### src/rtl/ppmp_pkg.sv
// Shared types and codes of the PPM P3 ASCII stream parser.
package ppmp_pkg;

    // Result kinds
    localparam logic [2:0] KIND_NONE   = 3'd0;
    localparam logic [2:0] KIND_HEADER = 3'd1;
    localparam logic [2:0] KIND_PIXEL  = 3'd2;
    localparam logic [2:0] KIND_DONE   = 3'd3;
    localparam logic [2:0] KIND_ERROR  = 3'd4;

    // Sticky error codes
    localparam logic [2:0] ERR_NONE      = 3'd0;
    localparam logic [2:0] ERR_P6        = 3'd1;
    localparam logic [2:0] ERR_BAD_CHAR  = 3'd2;
    localparam logic [2:0] ERR_RANGE     = 3'd3;
    localparam logic [2:0] ERR_MAXVAL    = 3'd4;
    localparam logic [2:0] ERR_SAMPLE    = 3'd5;
    localparam logic [2:0] ERR_TOO_MANY  = 3'd6;
    localparam logic [2:0] ERR_TOO_FEW   = 3'd7;

    // Largest legal sample or maxval
    localparam logic [16:0] SAMPLE_LIMIT = 17'd65536;

    // Output tdata layout, lowest bit first
    localparam int TDATA_W   = 104;
    localparam int ERR_LSB   = 100;
    localparam int ERR_MSB   = 102;

    // One result item
    typedef struct packed {
        logic [2:0]  kind;
        logic [16:0] red;
        logic [16:0] green;
        logic [16:0] blue;
        logic [15:0] image_width;
        logic [15:0] image_height;
        logic [16:0] max_value;
        logic [2:0]  error_code;
    } result_t;

endpackage

### src/rtl/ppmp_parser.sv
// Byte-at-a-time tokenizer, header decoder and pixel assembler.
module ppmp_parser #(
    parameter int MAX_TOKEN_LEN = 16,
    parameter int DIM_BITS      = 16
) (
    input  logic               clk,
    input  logic               rst_n,
    input  logic               in_accept,
    input  logic [7:0]         in_byte,
    input  logic               in_last,
    output ppmp_pkg::result_t  result
);

    localparam int CntW = $clog2(MAX_TOKEN_LEN + 1);
    localparam logic [CntW-1:0] TokenMax = CntW'(MAX_TOKEN_LEN);
    localparam logic [16:0] DimMax = 17'((64'd1 << DIM_BITS) - 64'd1);
    localparam logic [16:0] ValueSat = 17'd65537;
    localparam logic [32:0] CountMax = {33{1'b1}};

    // Parse phases
    localparam logic [2:0] PH_MAGIC  = 3'd0;
    localparam logic [2:0] PH_WIDTH  = 3'd1;
    localparam logic [2:0] PH_HEIGHT = 3'd2;
    localparam logic [2:0] PH_MAXVAL = 3'd3;
    localparam logic [2:0] PH_PIXELS = 3'd4;

    // Magic token match progress
    localparam logic [2:0] MM_NONE  = 3'd0;
    localparam logic [2:0] MM_P     = 3'd1;
    localparam logic [2:0] MM_P3    = 3'd2;
    localparam logic [2:0] MM_P6    = 3'd3;
    localparam logic [2:0] MM_OTHER = 3'd4;

    // Characters of interest
    localparam logic [7:0] CH_P     = 8'h50;
    localparam logic [7:0] CH_3     = 8'h33;
    localparam logic [7:0] CH_6     = 8'h36;
    localparam logic [7:0] CH_0     = 8'h30;
    localparam logic [7:0] CH_9     = 8'h39;
    localparam logic [7:0] CH_HASH  = 8'h23;
    localparam logic [7:0] CH_LF    = 8'h0A;
    localparam logic [7:0] CH_SPACE = 8'h20;
    localparam logic [7:0] CH_TAB   = 8'h09;
    localparam logic [7:0] CH_CR    = 8'h0D;

    logic [2:0]            phase_reg, phase_next;
    logic                  in_token_reg, in_token_next;
    logic                  in_comment_reg, in_comment_next;
    logic [2:0]            magic_reg, magic_next;
    logic [16:0]           value_reg, value_next;
    logic                  bad_reg, bad_next;
    logic                  long_reg, long_next;
    logic [CntW-1:0]       count_reg, count_next;
    logic [DIM_BITS-1:0]   width_reg, width_next;
    logic [DIM_BITS-1:0]   height_reg, height_next;
    logic [16:0]           maxval_reg, maxval_next;
    logic [1:0]            channel_reg, channel_next;
    logic [16:0]           red_reg, red_next;
    logic [16:0]           green_reg, green_next;
    logic [32:0]           pixels_reg, pixels_next;
    logic [2:0]            error_reg, error_next;
    logic [2*DIM_BITS-1:0] need_count;

    logic        is_space;
    logic        is_hash;
    logic        is_digit;
    logic        running;
    logic        add_char;
    logic        end_now;
    logic [20:0] scaled;
    logic [2:0]  kind;
    logic [16:0] out_red;
    logic [16:0] out_green;
    logic [16:0] out_blue;

    // Value of the token being closed, including a character added this cycle
    function automatic logic [16:0] tok_value(input logic add, input logic digit,
                                              input logic [20:0] sc,
                                              input logic [16:0] cur);
        logic [16:0] v;
        begin
            v = cur;
            if (add && digit)
            begin
                v = (sc > {4'd0, ValueSat}) ? ValueSat : sc[16:0];
            end
            return v;
        end
    endfunction

    // Magic match of the token being closed, including a character added this cycle
    function automatic logic [2:0] magic_next_tok(input logic add, input logic [2:0] cur,
                                                  input logic [7:0] c,
                                                  input logic [CntW-1:0] cnt);
        logic [2:0] m;
        begin
            m = cur;
            if (add)
            begin
                if (cnt == '0)
                begin
                    m = (c == CH_P) ? MM_P : MM_OTHER;
                end
                else if (cur == MM_P)
                begin
                    m = (c == CH_3) ? MM_P3 : (c == CH_6) ? MM_P6 : MM_OTHER;
                end
                else
                begin
                    m = MM_OTHER;
                end
            end
            return m;
        end
    endfunction

    // Classify the incoming byte
    assign is_space = (in_byte == CH_SPACE) || ((in_byte >= CH_TAB) && (in_byte <= CH_CR));
    assign is_hash  = (in_byte == CH_HASH);
    assign is_digit = (in_byte >= CH_0) && (in_byte <= CH_9);
    assign running  = (error_reg == ppmp_pkg::ERR_NONE);
    assign add_char = running && !in_comment_reg && !is_space && !is_hash;
    assign scaled   = {1'b0, value_reg, 3'b000} + {3'b000, value_reg, 1'b0}
                      + {17'd0, in_byte[3:0]};

    // Pixel total the header asks for
    assign need_count = {{DIM_BITS{1'b0}}, width_reg} * {{DIM_BITS{1'b0}}, height_reg};

    // Update the token and parse state for one byte
    always_comb
    begin
        phase_next      = phase_reg;
        in_token_next   = in_token_reg;
        in_comment_next = in_comment_reg;
        magic_next      = magic_reg;
        value_next      = value_reg;
        bad_next        = bad_reg;
        long_next       = long_reg;
        count_next      = count_reg;
        width_next      = width_reg;
        height_next     = height_reg;
        maxval_next     = maxval_reg;
        channel_next    = channel_reg;
        red_next        = red_reg;
        green_next      = green_reg;
        pixels_next     = pixels_reg;
        error_next      = error_reg;
        kind            = ppmp_pkg::KIND_NONE;
        out_red         = 17'd0;
        out_green       = 17'd0;
        out_blue        = 17'd0;

        // Track comments
        if (running && in_comment_reg && (in_byte == CH_LF))
        begin
            in_comment_next = 1'b0;
        end
        if (running && !in_comment_reg && is_hash)
        begin
            in_comment_next = 1'b1;
        end

        // Append a character to the open token
        if (add_char)
        begin
            if (count_reg == '0)
            begin
                magic_next = (in_byte == CH_P) ? MM_P : MM_OTHER;
            end
            else if (magic_reg == MM_P)
            begin
                magic_next = (in_byte == CH_3) ? MM_P3 :
                             (in_byte == CH_6) ? MM_P6 : MM_OTHER;
            end
            else
            begin
                magic_next = MM_OTHER;
            end
            if (count_reg >= TokenMax)
            begin
                long_next = 1'b1;
            end
            else
            begin
                count_next = count_reg + CntW'(1);
            end
            if (is_digit)
            begin
                value_next = (scaled > {4'd0, ValueSat}) ? ValueSat : scaled[16:0];
            end
            else
            begin
                bad_next = 1'b1;
            end
            in_token_next = 1'b1;
        end

        // Close the token on a separator or at end of stream
        end_now = running && in_token_next
                  && (in_last || (!in_comment_reg && (is_space || is_hash)));
        if (end_now)
        begin
            in_token_next = 1'b0;
            value_next    = 17'd0;
            bad_next      = 1'b0;
            long_next     = 1'b0;
            count_next    = '0;
            magic_next    = MM_NONE;
            if (phase_reg == PH_MAGIC)
            begin
                if (magic_next_tok(add_char, magic_reg, in_byte, count_reg) == MM_P6)
                begin
                    error_next = ppmp_pkg::ERR_P6;
                    kind       = ppmp_pkg::KIND_ERROR;
                end
                else if (magic_next_tok(add_char, magic_reg, in_byte, count_reg) == MM_P3)
                begin
                    phase_next = PH_WIDTH;
                end
            end
            else if (add_char ? (bad_reg || !is_digit) : bad_reg)
            begin
                error_next = ppmp_pkg::ERR_BAD_CHAR;
                kind       = ppmp_pkg::KIND_ERROR;
            end
            else if (add_char ? (long_reg || (count_reg >= TokenMax)) : long_reg)
            begin
                error_next = ppmp_pkg::ERR_RANGE;
                kind       = ppmp_pkg::KIND_ERROR;
            end
            else
            begin
                unique case (phase_reg)
                    PH_WIDTH, PH_HEIGHT:
                    begin
                        if (tok_value(add_char, is_digit, scaled, value_reg) > DimMax)
                        begin
                            error_next = ppmp_pkg::ERR_RANGE;
                            kind       = ppmp_pkg::KIND_ERROR;
                        end
                        else if (phase_reg == PH_WIDTH)
                        begin
                            width_next = DIM_BITS'(tok_value(add_char, is_digit, scaled,
                                                             value_reg));
                            phase_next = PH_HEIGHT;
                        end
                        else
                        begin
                            height_next = DIM_BITS'(tok_value(add_char, is_digit, scaled,
                                                              value_reg));
                            phase_next  = PH_MAXVAL;
                        end
                    end
                    PH_MAXVAL:
                    begin
                        if (tok_value(add_char, is_digit, scaled, value_reg)
                            > ppmp_pkg::SAMPLE_LIMIT)
                        begin
                            error_next = ppmp_pkg::ERR_MAXVAL;
                            kind       = ppmp_pkg::KIND_ERROR;
                        end
                        else
                        begin
                            maxval_next = tok_value(add_char, is_digit, scaled, value_reg);
                            phase_next  = PH_PIXELS;
                            kind        = ppmp_pkg::KIND_HEADER;
                        end
                    end
                    default:
                    begin
                        if (tok_value(add_char, is_digit, scaled, value_reg) > maxval_reg)
                        begin
                            error_next = ppmp_pkg::ERR_SAMPLE;
                            kind       = ppmp_pkg::KIND_ERROR;
                        end
                        else if (channel_reg == 2'd0)
                        begin
                            red_next     = tok_value(add_char, is_digit, scaled, value_reg);
                            channel_next = 2'd1;
                        end
                        else if (channel_reg == 2'd1)
                        begin
                            green_next   = tok_value(add_char, is_digit, scaled, value_reg);
                            channel_next = 2'd2;
                        end
                        else
                        begin
                            kind         = ppmp_pkg::KIND_PIXEL;
                            out_red      = red_reg;
                            out_green    = green_reg;
                            out_blue     = tok_value(add_char, is_digit, scaled, value_reg);
                            channel_next = 2'd0;
                            if (pixels_reg != CountMax)
                            begin
                                pixels_next = pixels_reg + 33'd1;
                            end
                        end
                    end
                endcase
            end
        end

        // Check the pixel total at end of stream
        if (in_last)
        begin
            in_comment_next = 1'b0;
            if (error_next == ppmp_pkg::ERR_NONE)
            begin
                if (phase_next != PH_PIXELS)
                begin
                    error_next = ppmp_pkg::ERR_TOO_FEW;
                end
                else if (pixels_next > 33'(need_count))
                begin
                    error_next = ppmp_pkg::ERR_TOO_MANY;
                end
                else if (pixels_next < 33'(need_count))
                begin
                    error_next = ppmp_pkg::ERR_TOO_FEW;
                end
            end
            kind = (error_next != ppmp_pkg::ERR_NONE) ? ppmp_pkg::KIND_ERROR
                                                      : ppmp_pkg::KIND_DONE;
        end

        result.kind         = kind;
        result.red          = out_red;
        result.green        = out_green;
        result.blue         = out_blue;
        result.image_width  = 16'(width_next);
        result.image_height = 16'(height_next);
        result.max_value    = maxval_next;
        result.error_code   = error_next;
    end

    // Hold parse state; restart after the last byte of a file
    always_ff @(posedge clk or negedge rst_n)
    begin
        if (!rst_n)
        begin
            phase_reg      <= PH_MAGIC;
            in_token_reg   <= 1'b0;
            in_comment_reg <= 1'b0;
            magic_reg      <= MM_NONE;
            value_reg      <= 17'd0;
            bad_reg        <= 1'b0;
            long_reg       <= 1'b0;
            count_reg      <= '0;
            width_reg      <= '0;
            height_reg     <= '0;
            maxval_reg     <= 17'd0;
            channel_reg    <= 2'd0;
            red_reg        <= 17'd0;
            green_reg      <= 17'd0;
            pixels_reg     <= 33'd0;
            error_reg      <= ppmp_pkg::ERR_NONE;
        end
        else if (in_accept && in_last)
        begin
            phase_reg      <= PH_MAGIC;
            in_token_reg   <= 1'b0;
            in_comment_reg <= 1'b0;
            magic_reg      <= MM_NONE;
            value_reg      <= 17'd0;
            bad_reg        <= 1'b0;
            long_reg       <= 1'b0;
            count_reg      <= '0;
            width_reg      <= '0;
            height_reg     <= '0;
            maxval_reg     <= 17'd0;
            channel_reg    <= 2'd0;
            red_reg        <= 17'd0;
            green_reg      <= 17'd0;
            pixels_reg     <= 33'd0;
            error_reg      <= ppmp_pkg::ERR_NONE;
        end
        else if (in_accept)
        begin
            phase_reg      <= phase_next;
            in_token_reg   <= in_token_next;
            in_comment_reg <= in_comment_next;
            magic_reg      <= magic_next;
            value_reg      <= value_next;
            bad_reg        <= bad_next;
            long_reg       <= long_next;
            count_reg      <= count_next;
            width_reg      <= width_next;
            height_reg     <= height_next;
            maxval_reg     <= maxval_next;
            channel_reg    <= channel_next;
            red_reg        <= red_next;
            green_reg      <= green_next;
            pixels_reg     <= pixels_next;
            error_reg      <= error_next;
        end
    end

endmodule

### src/rtl/ppmp_skid.sv
// Two-entry output buffer that keeps the input ready registered.
module ppmp_skid (
    input  logic               clk,
    input  logic               rst_n,
    input  logic               in_valid,
    input  ppmp_pkg::result_t  in_data,
    output logic               in_ready,
    output logic               out_valid,
    output ppmp_pkg::result_t  out_data,
    input  logic               out_ready
);

    logic              out_valid_reg;
    logic              skid_valid_reg;
    ppmp_pkg::result_t out_data_reg;
    ppmp_pkg::result_t skid_data_reg;

    assign in_ready  = !skid_valid_reg;
    assign out_valid = out_valid_reg;
    assign out_data  = out_data_reg;

    // Advance the output stage or park the new result in the skid entry
    always_ff @(posedge clk or negedge rst_n)
    begin
        if (!rst_n)
        begin
            out_valid_reg  <= 1'b0;
            skid_valid_reg <= 1'b0;
        end
        else if (!out_valid_reg || out_ready)
        begin
            if (skid_valid_reg)
            begin
                out_valid_reg  <= 1'b1;
                skid_valid_reg <= 1'b0;
            end
            else
            begin
                out_valid_reg <= in_valid;
            end
        end
        else if (in_valid)
        begin
            skid_valid_reg <= 1'b1;
        end
    end

    // Move payload alongside the valid bits
    always_ff @(posedge clk)
    begin
        if (!out_valid_reg || out_ready)
        begin
            out_data_reg <= skid_valid_reg ? skid_data_reg : in_data;
        end
        else if (in_valid)
        begin
            skid_data_reg <= in_data;
        end
    end

endmodule

### src/rtl/ppm_ascii_stream_parser.sv
// Top level of the PPM P3 ASCII stream parser.
// Takes one byte of a P3 file per transfer on s_* (s_tlast on the final byte) and returns one
// registered result per byte on m_*; a byte can be taken every cycle while s_tready is high.
// m_tuser gives the kind (nothing, header complete, pixel, file ended correctly, error) and
// m_tdata carries the pixel samples, header values and sticky error code. The whole per-byte
// update (token, header and pixel state) sits between the parse registers and a two-entry
// output buffer, so s_tready is registered and stays high unless two results are waiting.
module ppm_ascii_stream_parser #(
    parameter int MAX_TOKEN_LEN = 16,
    parameter int DIM_BITS      = 16
) (
    input  logic         clk,
    input  logic         rst_n,
    input  logic         s_tvalid,
    output logic         s_tready,
    input  logic [7:0]   s_tdata,   // data_byte[7:0]
    input  logic         s_tlast,
    output logic         m_tvalid,
    input  logic         m_tready,
    // red[16:0], green[33:17], blue[50:34], image_width[66:51], image_height[82:67],
    // max_value[99:83], error_code[102:100], zero pad[103]
    output logic [ppmp_pkg::TDATA_W-1:0] m_tdata,
    output logic [2:0]   m_tuser    // kind[2:0]
);

    logic              accept;
    ppmp_pkg::result_t parse_result;
    ppmp_pkg::result_t out_result;

    assign accept = s_tvalid && s_tready;

    // Parse one byte per transfer
    ppmp_parser #(
        .MAX_TOKEN_LEN (MAX_TOKEN_LEN),
        .DIM_BITS      (DIM_BITS)
    ) u_parser (
        .clk       (clk),
        .rst_n     (rst_n),
        .in_accept (accept),
        .in_byte   (s_tdata),
        .in_last   (s_tlast),
        .result    (parse_result)
    );

    // Buffer results toward the output stream
    ppmp_skid u_skid (
        .clk       (clk),
        .rst_n     (rst_n),
        .in_valid  (accept),
        .in_data   (parse_result),
        .in_ready  (s_tready),
        .out_valid (m_tvalid),
        .out_data  (out_result),
        .out_ready (m_tready)
    );

    // Pack the result fields
    assign m_tuser = out_result.kind;
    assign m_tdata = {1'b0, out_result.error_code, out_result.max_value,
                      out_result.image_height, out_result.image_width,
                      out_result.blue, out_result.green, out_result.red};

`ifndef SYNTHESIS
    // Input stalls only while results are waiting
    assert property (@(posedge clk) disable iff (!rst_n) !s_tready |-> m_tvalid)
        else $error("input stalled with no result pending");

    // Pixel and header results carry no error code
    assert property (@(posedge clk) disable iff (!rst_n)
        m_tvalid && (m_tuser == ppmp_pkg::KIND_PIXEL || m_tuser == ppmp_pkg::KIND_HEADER)
        |-> m_tdata[ppmp_pkg::ERR_MSB:ppmp_pkg::ERR_LSB] == ppmp_pkg::ERR_NONE)
        else $error("pixel or header result with error set");

    // Error results carry an error code
    assert property (@(posedge clk) disable iff (!rst_n)
        m_tvalid && m_tuser == ppmp_pkg::KIND_ERROR
        |-> m_tdata[ppmp_pkg::ERR_MSB:ppmp_pkg::ERR_LSB] != ppmp_pkg::ERR_NONE)
        else $error("error result without error code");

    // A correct end of file carries no error code
    assert property (@(posedge clk) disable iff (!rst_n)
        m_tvalid && m_tuser == ppmp_pkg::KIND_DONE
        |-> m_tdata[ppmp_pkg::ERR_MSB:ppmp_pkg::ERR_LSB] == ppmp_pkg::ERR_NONE)
        else $error("end of file result with error code");
`endif

endmodule

### config.mk
export PLATFORM = sky130hd
export DESIGN_NAME = ppm_ascii_stream_parser
export DESIGN_NICKNAME = d
export VERILOG_FILES = /design/src/rtl/ppmp_pkg.sv /design/src/rtl/ppmp_parser.sv /design/src/rtl/ppmp_skid.sv /design/src/rtl/ppm_ascii_stream_parser.sv
export SDC_FILE = /design/constraint.sdc
export NUM_CORES = 1
export LEC_CHECK = 0
export CAP_MARGIN = 15
export CELL_PAD_IN_SITES_DETAIL_PLACEMENT = 0
export CELL_PAD_IN_SITES_GLOBAL_PLACEMENT = 2
export CORE_MARGIN = 10
export CORE_UTILIZATION = 25
export CTS_CLUSTER_SIZE = 12
export DETAILED_ROUTE_END_ITERATION = 8
export DONT_BUFFER_PORTS = 1
export PLACE_DENSITY_LB_ADDON = 0.1
export SLEW_MARGIN = 5
export SYNTH_ARGS = -nofsm -noshare
export SYNTH_HDL_FRONTEND = slang
export SYNTH_HIERARCHICAL = 1
export SYNTH_SLANG_ARGS = --single-unit
export TNS_END_PERCENT = 20
### constraint.sdc
create_clock -name clk -period 10.8 [get_ports clk]
set_input_delay 1.08 -clock clk [delete_from_list [all_inputs] [get_ports clk]]
set_output_delay 1.08 -clock clk [all_outputs]
set_load 0.01 [all_outputs]
## After elaboration in Yosys (flattened, before gate mapping)

Cells that the tools add are included.

| storage, ports and cells | value |
|---|---|
| bits in registers | 367 |
| input port bits | 13 |
| output and inout port bits | 109 |
| word-level logic and storage cells | 324 |

| operators by class | value |
|---|---|
| add/sub/neg operators | 4 |
| multiply operators | 1 |
| order comparisons | 11 |
| equality and inequality tests | 23 |
| mux-type cells | 198 |
| bitwise gates (word level) | 1 |
| reductions and logical operators | 52 |

Operator list:

| cell | count |
|---|---|
| 2-to-1 mux 17 bit | 73 |
| 2-to-1 mux 33 bit | 11 |
| 2-to-1 mux 16 bit | 18 |
| 2-to-1 mux 3 bit | 51 |
| 2-to-1 mux 106 bit | 1 |
| adder 33 x 1 -> 33 bit, second input constant | 1 |
| greater-than comparator 33 x 32 -> 1 bit | 1 |
| < comparator 33 x 32 -> 1 bit | 1 |
| != test 33 bit, second input constant | 1 |
| equality test 8 x 6 -> 1 bit, second input constant | 4 |
| multiplier 16 x 16 -> 32 bit | 1 |
| 2-to-1 mux 1 bit | 25 |
| 2-to-1 mux 5 bit | 5 |
| 2-to-1 mux 2 bit | 11 |
| adder 20 x 18 -> 21 bit | 1 |
| adder 21 x 4 -> 21 bit | 1 |
| greater-than comparator 21 x 17 -> 1 bit, second input constant | 1 |
| case mux 3 bit (2 select lines) | 3 |
| greater-than comparator 17 x 16 -> 1 bit, second input constant | 1 |
| greater-than comparator 17 bit | 1 |
| greater-than comparator 17 bit, second input constant | 1 |
| logical AND 1 bit | 14 |
| equality test 3 x 2 -> 1 bit, second input constant | 4 |
| AND reduction 3 bit | 4 |
| 29 further kinds | 55 |

## Longest topological paths before layout

| logic depth | value |
|---|---|
| depth after elaboration | 30 |
| gate-level depth with buffers | 40 |
| mapped depth without buffers | 38 |

## Cells and area by module

Netlist, hierarchy kept.

By module, submodules not included:

| module | instances | cells an instance | area an instance (um2) | sequential area each (um2) |
|---|---|---|---|---|
| ppmp_parser | 1 | 2211 | 19328.5 | 3828.7 |
| ppmp_skid | 1 | 339 | 7791.2 | 6416.2 |
| ppm_ascii_stream_parser | 1 | 3 | 17.5 | 0.0 |

## Least setup slack after synthesis

Ideal clock, no wire load.

| timing path | value |
|---|---|
| path type | input to register |
| start point | in s_tdata[3] |
| end point | reg u_skid.out_data_reg, in the netlist u_skid/out_data[2], data pin |
| setup time | 0.260 ns |
| arrival time | 9.121 ns |
| required time | 10.540 ns |
| path slack | 1.419 ns |
| cell stages on the path | 38 |
| buffers on the path | 3 |
| cells stage by stage | inv_1 fa_1 inv_1 fa_1 a21o_1 a21oi_2 xnor2_1 or3_1 a2111o_1 or4_1 a211o_1 buf_6 a2bb2oi_2 inv_2 ha_1 a21o_1 a21o_1 a21oi_1 (+2 left out) nor4b_1 buf_2 nand2_1 buf_2 or3_1 xnor2_1 ha_1 nand4_1 nor2_1 nand2_1 nor2_1 o31ai_1 o211ai_1 a221oi_1 or4b_1 a211o_1 a41o_1 mux2_2 |

RTL lines:

| element | line | RTL |
|---|---|---|
| start: declaration | ppm_ascii_stream_parser.sv:16 | `input logic [7:0] s_tdata,` |
| end signal: assignment | ppmp_skid.sv:53 | `out_data_reg <= skid_valid_reg ? skid_data_reg : in_data;` |
| end: declaration | ppmp_skid.sv:15 | `ppmp_pkg::result_t out_data_reg;` |

==> summary.md <==
| Metric | Value |
|---|---|
| Setup Total Neg Slack | `0 ns` |
| Worst path required time | `11.15 ns` |
| Worst slew slack as a fraction of its limit | `24.7%` |
| Switching power share of the total | `25.9%` |
| EDFF count, synth | `between 200 and 250` |
| Total of hold buffers inserted after clock tree synthesis | `0` |
| Master of the slowest instance on the critical path | `a221oi_1` |
| Register bit total from synthesis | `367` |
| Measured slew at the worst slew-check pin | `between 1 and 1.5 ns` |
| Leakage power summed over all cells | `between 10 and 15 nW` |
| Count of synthesis-stage warnings from yosys | `6` |
| Commonest non-fill, non-tap cell in the layout | `nand2_1` |
| Clock tree from TritonCTS | `yes` |
| Wire length of the first global-routing pass | `133 mm` |
| Initial antenna violation count | `3` |
| Std-Cell Core Area | `107000 um2` |
| Post-detailed-route count of antenna-violating nets | `0` |
| Number of global-route vias before repair | `19300` |
| Area of the die | `122000 um2` |
| Wire per inst | `22.1 um` |
| Final standard cell count with taps included and fillers excluded | `3968` |
| Final #Nets | `2925` |
| Post-synthesis async set-or-reset flop share | `42.2%` |
| Result of the run | `finished clean` |
| Launching element type of the critical path | `flop` |
| Effective utilization at floorplan | `25.3%` |
| CTS sink count | `367` |
| Arrival time at the worst endpoint | `10.29 ns` |
| Synthesized netlist net count | `2951` |
| Avg Synthesized Cell Area | `10.6 um2` |
| HP Class | `input pin to async pin` |
| Area Growth Syn to Fin | `11.9%` |
| Minimum hold slack | `approximately 0.18 ns` |
| Worst-case vdd ir drop | `approximately 0.00011 V` |
| Aggregate global routing overflow | `0` |
| Horizontal die dimension | `349 um` |
| PortBufs | `0` |
| Clock tree root buffer cell | `clkbuf_16` |
| Post-layout total power | `3.57 mW` |
| Cell area after synthesis | `between 20000 and 30000 um2` |
| Worst-path maximum fanout | `9` |
| Areal power density over the cells | `118 nW/um2` |
| Final Wtd Congestion | `roughly 0.79` |
| Final clock period utilization by the worst path | `92.0%` |
| Pin count of the biggest net entering global routing | `approximately 160` |
| Insertion delay to the later sink of the worst-skew pair | `0.60 ns` |
| Sequential share of power | `between 40 and 50%` |
| Final Routed Wirelength | `87.8 mm` |
| Final standard cell utilization of the core | `~28%` |
| All-Layer GR Usage | `between 10 and 15%` |
| Max Transition Viols Final | `0` |
| Part of the power in combinational logic | `7.5%` |
| Layout cells sized above 1 | `12.4%` |
| Largest stage delay, worst path | `0.62 ns` |
| Setup repair after global routing missed its margin | `no` |
| Unique cell type count in the Yosys netlist | `93` |
| Number of cells in the design after placement | `3882` |
| CTS Buffer Depth | `3` |
| Final HPWL DP | `65.9 mm` |
| Category of the most critical setup path | `flop to flop` |
| Upper clock frequency limit | `101 MHz` |
| Clock share of power | `46.2%` |
| Number of iterations in the first detailed-routing pass | `5` |
| Iter 0 DRT Violations | `1043` |
| Most used flip-flop cell after synthesis | `edfxtp_1` |
| Setup Skew | `0.0305 ns` |
| Number of rows in the core area | `120` |
| Switching power summed over all nets | `0.927 mW` |
| Count of final setup violators | `0` |
| CTS H-tree lvls | `2` |
| Int Power | `2.65 mW` |
| Proportion of synthesized chip area in sequential cells | `37.8%` |
| Count of vias placed by the detailed router | `18600` |
| Number of top-level pins | `122` |
| Clock input transition at the sequential cells of the worst setup and hold paths | `0.06 ns` |
| Commonest cells after routing, fill and taps aside | `nand2_1, inv_1, edfxtp_1` |
| Count of max-cap constraint violations | `0` |
| Cell count after synthesis | `2553` |
| Routed vias/inst | `4.68` |
| Post-detailed-route DRC marker count | `0` |
| Final hold viol count | `0` |
| Floorplan die height | `roughly 350 um` |
| Minimum period implied by the final worst setup slack | `9.94 ns` |
| CTS buffer count | `46` |
| Capturing element type of the critical path | `flop` |
| Total inserted antenna cells | `0` |
synthesized netlist by cell type (all sizes together), types with 21 or more instances:
cell / number / area (um2)
mux2: 107 / 1270
nand2: 318 / 1200
fa: 196 / 3920
and2: 133 / 832
inv: 275 / 1030
clkbuf: 105 / 394
nand3: 27 / 135
ha: 189 / 2360
a22o: 72 / 632
o21ai: 94 / 534
buf: 34 / 235
nand4: 21 / 138
and3: 22 / 138
xnor2: 34 / 298
nor3: 35 / 175
xor2: 35 / 307
o31ai: 22 / 184
nor2: 134 / 513
mux2i: 25 / 250
edfxtp: 212 / 6370
o2bb2ai: 25 / 219
a21o: 34 / 257
dfrtp: 155 / 3880
a21oi: 71 / 393
per-stage QoR:
step | setup slack [ns] | instance area [um2]
6_report | 0.864 | 30400
5_1_grt | 0.00309 | 30400
4_1_cts | 0.703 | 30400
3_5_place_dp | 0.133 | 28800
3_3_place_gp | 0.168 | 28800
2_1_floorplan | 1.42 | 27100
worst max-delay path, delay by kind of cell (launching register included):
| family | cells | cell delay [ns] |
|---|---|---|
| flip-flops | 1 | 0.55 |
| buffers and inverters | 1 | 0.08 |
| AND/OR/NAND/NOR | 9 | 2.78 |
| multiplexers | 1 | 0.31 |
| AO/OA/AOI/OAI | 15 | 4.12 |
| adder cells (fa/ha/maj) | 5 | 1.56 |
| XOR/XNOR | 2 | 0.28 |
per-layer routing:
layer  wire length [um]  vias to the layer above  global-route usage, %
met1              45300                     9444                   21.7
met4               1380                        0                   2.51
met3               4110                       74                   2.60
met2              37100                      341                   21.3
met5                  0                        -                      0
li1                   -                     8703                      -
kinds of logic after synthesis:
logic type | count (synthesis) | share of synthesized area (%)
compound gates | 410 | 11.3
xor+xnor | 69 | 2.23
fa+ha+maj | 385 | 23.2
buf+inv | 414 | 6.12
flops | 367 | 37.8
mux | 132 | 5.61
other cells | 1 | 0.0138
simple gates | 775 | 13.8
power groups by stage:
stage | logic, mW | clock network, mW | registers [mW]
after floorplan | 0.196 | 0 | 1.66
after CTS | 0.274 | 1.71 | 1.66
after global placement | 0.271 | 0 | 1.69
final | 0.268 | 1.65 | 1.65
after detailed placement | 0.272 | 0 | 1.69
after global routing | 0.296 | 1.76 | 1.66
final timing paths:
check	endpoint	start	slack [ns]	cells past startpoint
worst max-delay path	u_skid/out_data[103]$_DFFE_PP_	u_parser/value_reg[1]$_DFFE_PN0P_	0.86	33
worst min-delay path	u_parser/pixels_reg[20]$_DFFE_PN0N_	rst_n	0.18	0
worst max register to register	u_skid/out_data[103]$_DFFE_PP_	u_parser/value_reg[1]$_DFFE_PN0P_	0.86	33
worst min register to register	u_parser/green_reg[12]$_DFFE_PN0P_	u_parser/green_reg[12]$_DFFE_PN0P_	0.47	2
max in group asynchronous	u_parser/green_reg[12]$_DFFE_PN0P_	rst_n	10.19	0
min in group clk	u_parser/green_reg[12]$_DFFE_PN0P_	u_parser/green_reg[12]$_DFFE_PN0P_	0.47	2
repair_timing:
action                     CTS  global route
resized for setup            0             1
setup endpoints to repair    0             1
buffers inserted             0             0
final cells by class:
| type | instances | area, um2 |
|---|---|---|
| Clock buffer | 57 | 1190 |
| Timing Repair Buffer | 65 | 485 |
| Fill cell | 11100 | 77000 |
| Tap cell | 1403 | 1760 |
| Inverter | 275 | 1030 |
| Clock inverter | 29 | 392 |
| Sequential cell | 367 | 10200 |
| Multi-Input combinational cell | 1772 | 15300 |
Power figures use the tool's default switching activity.
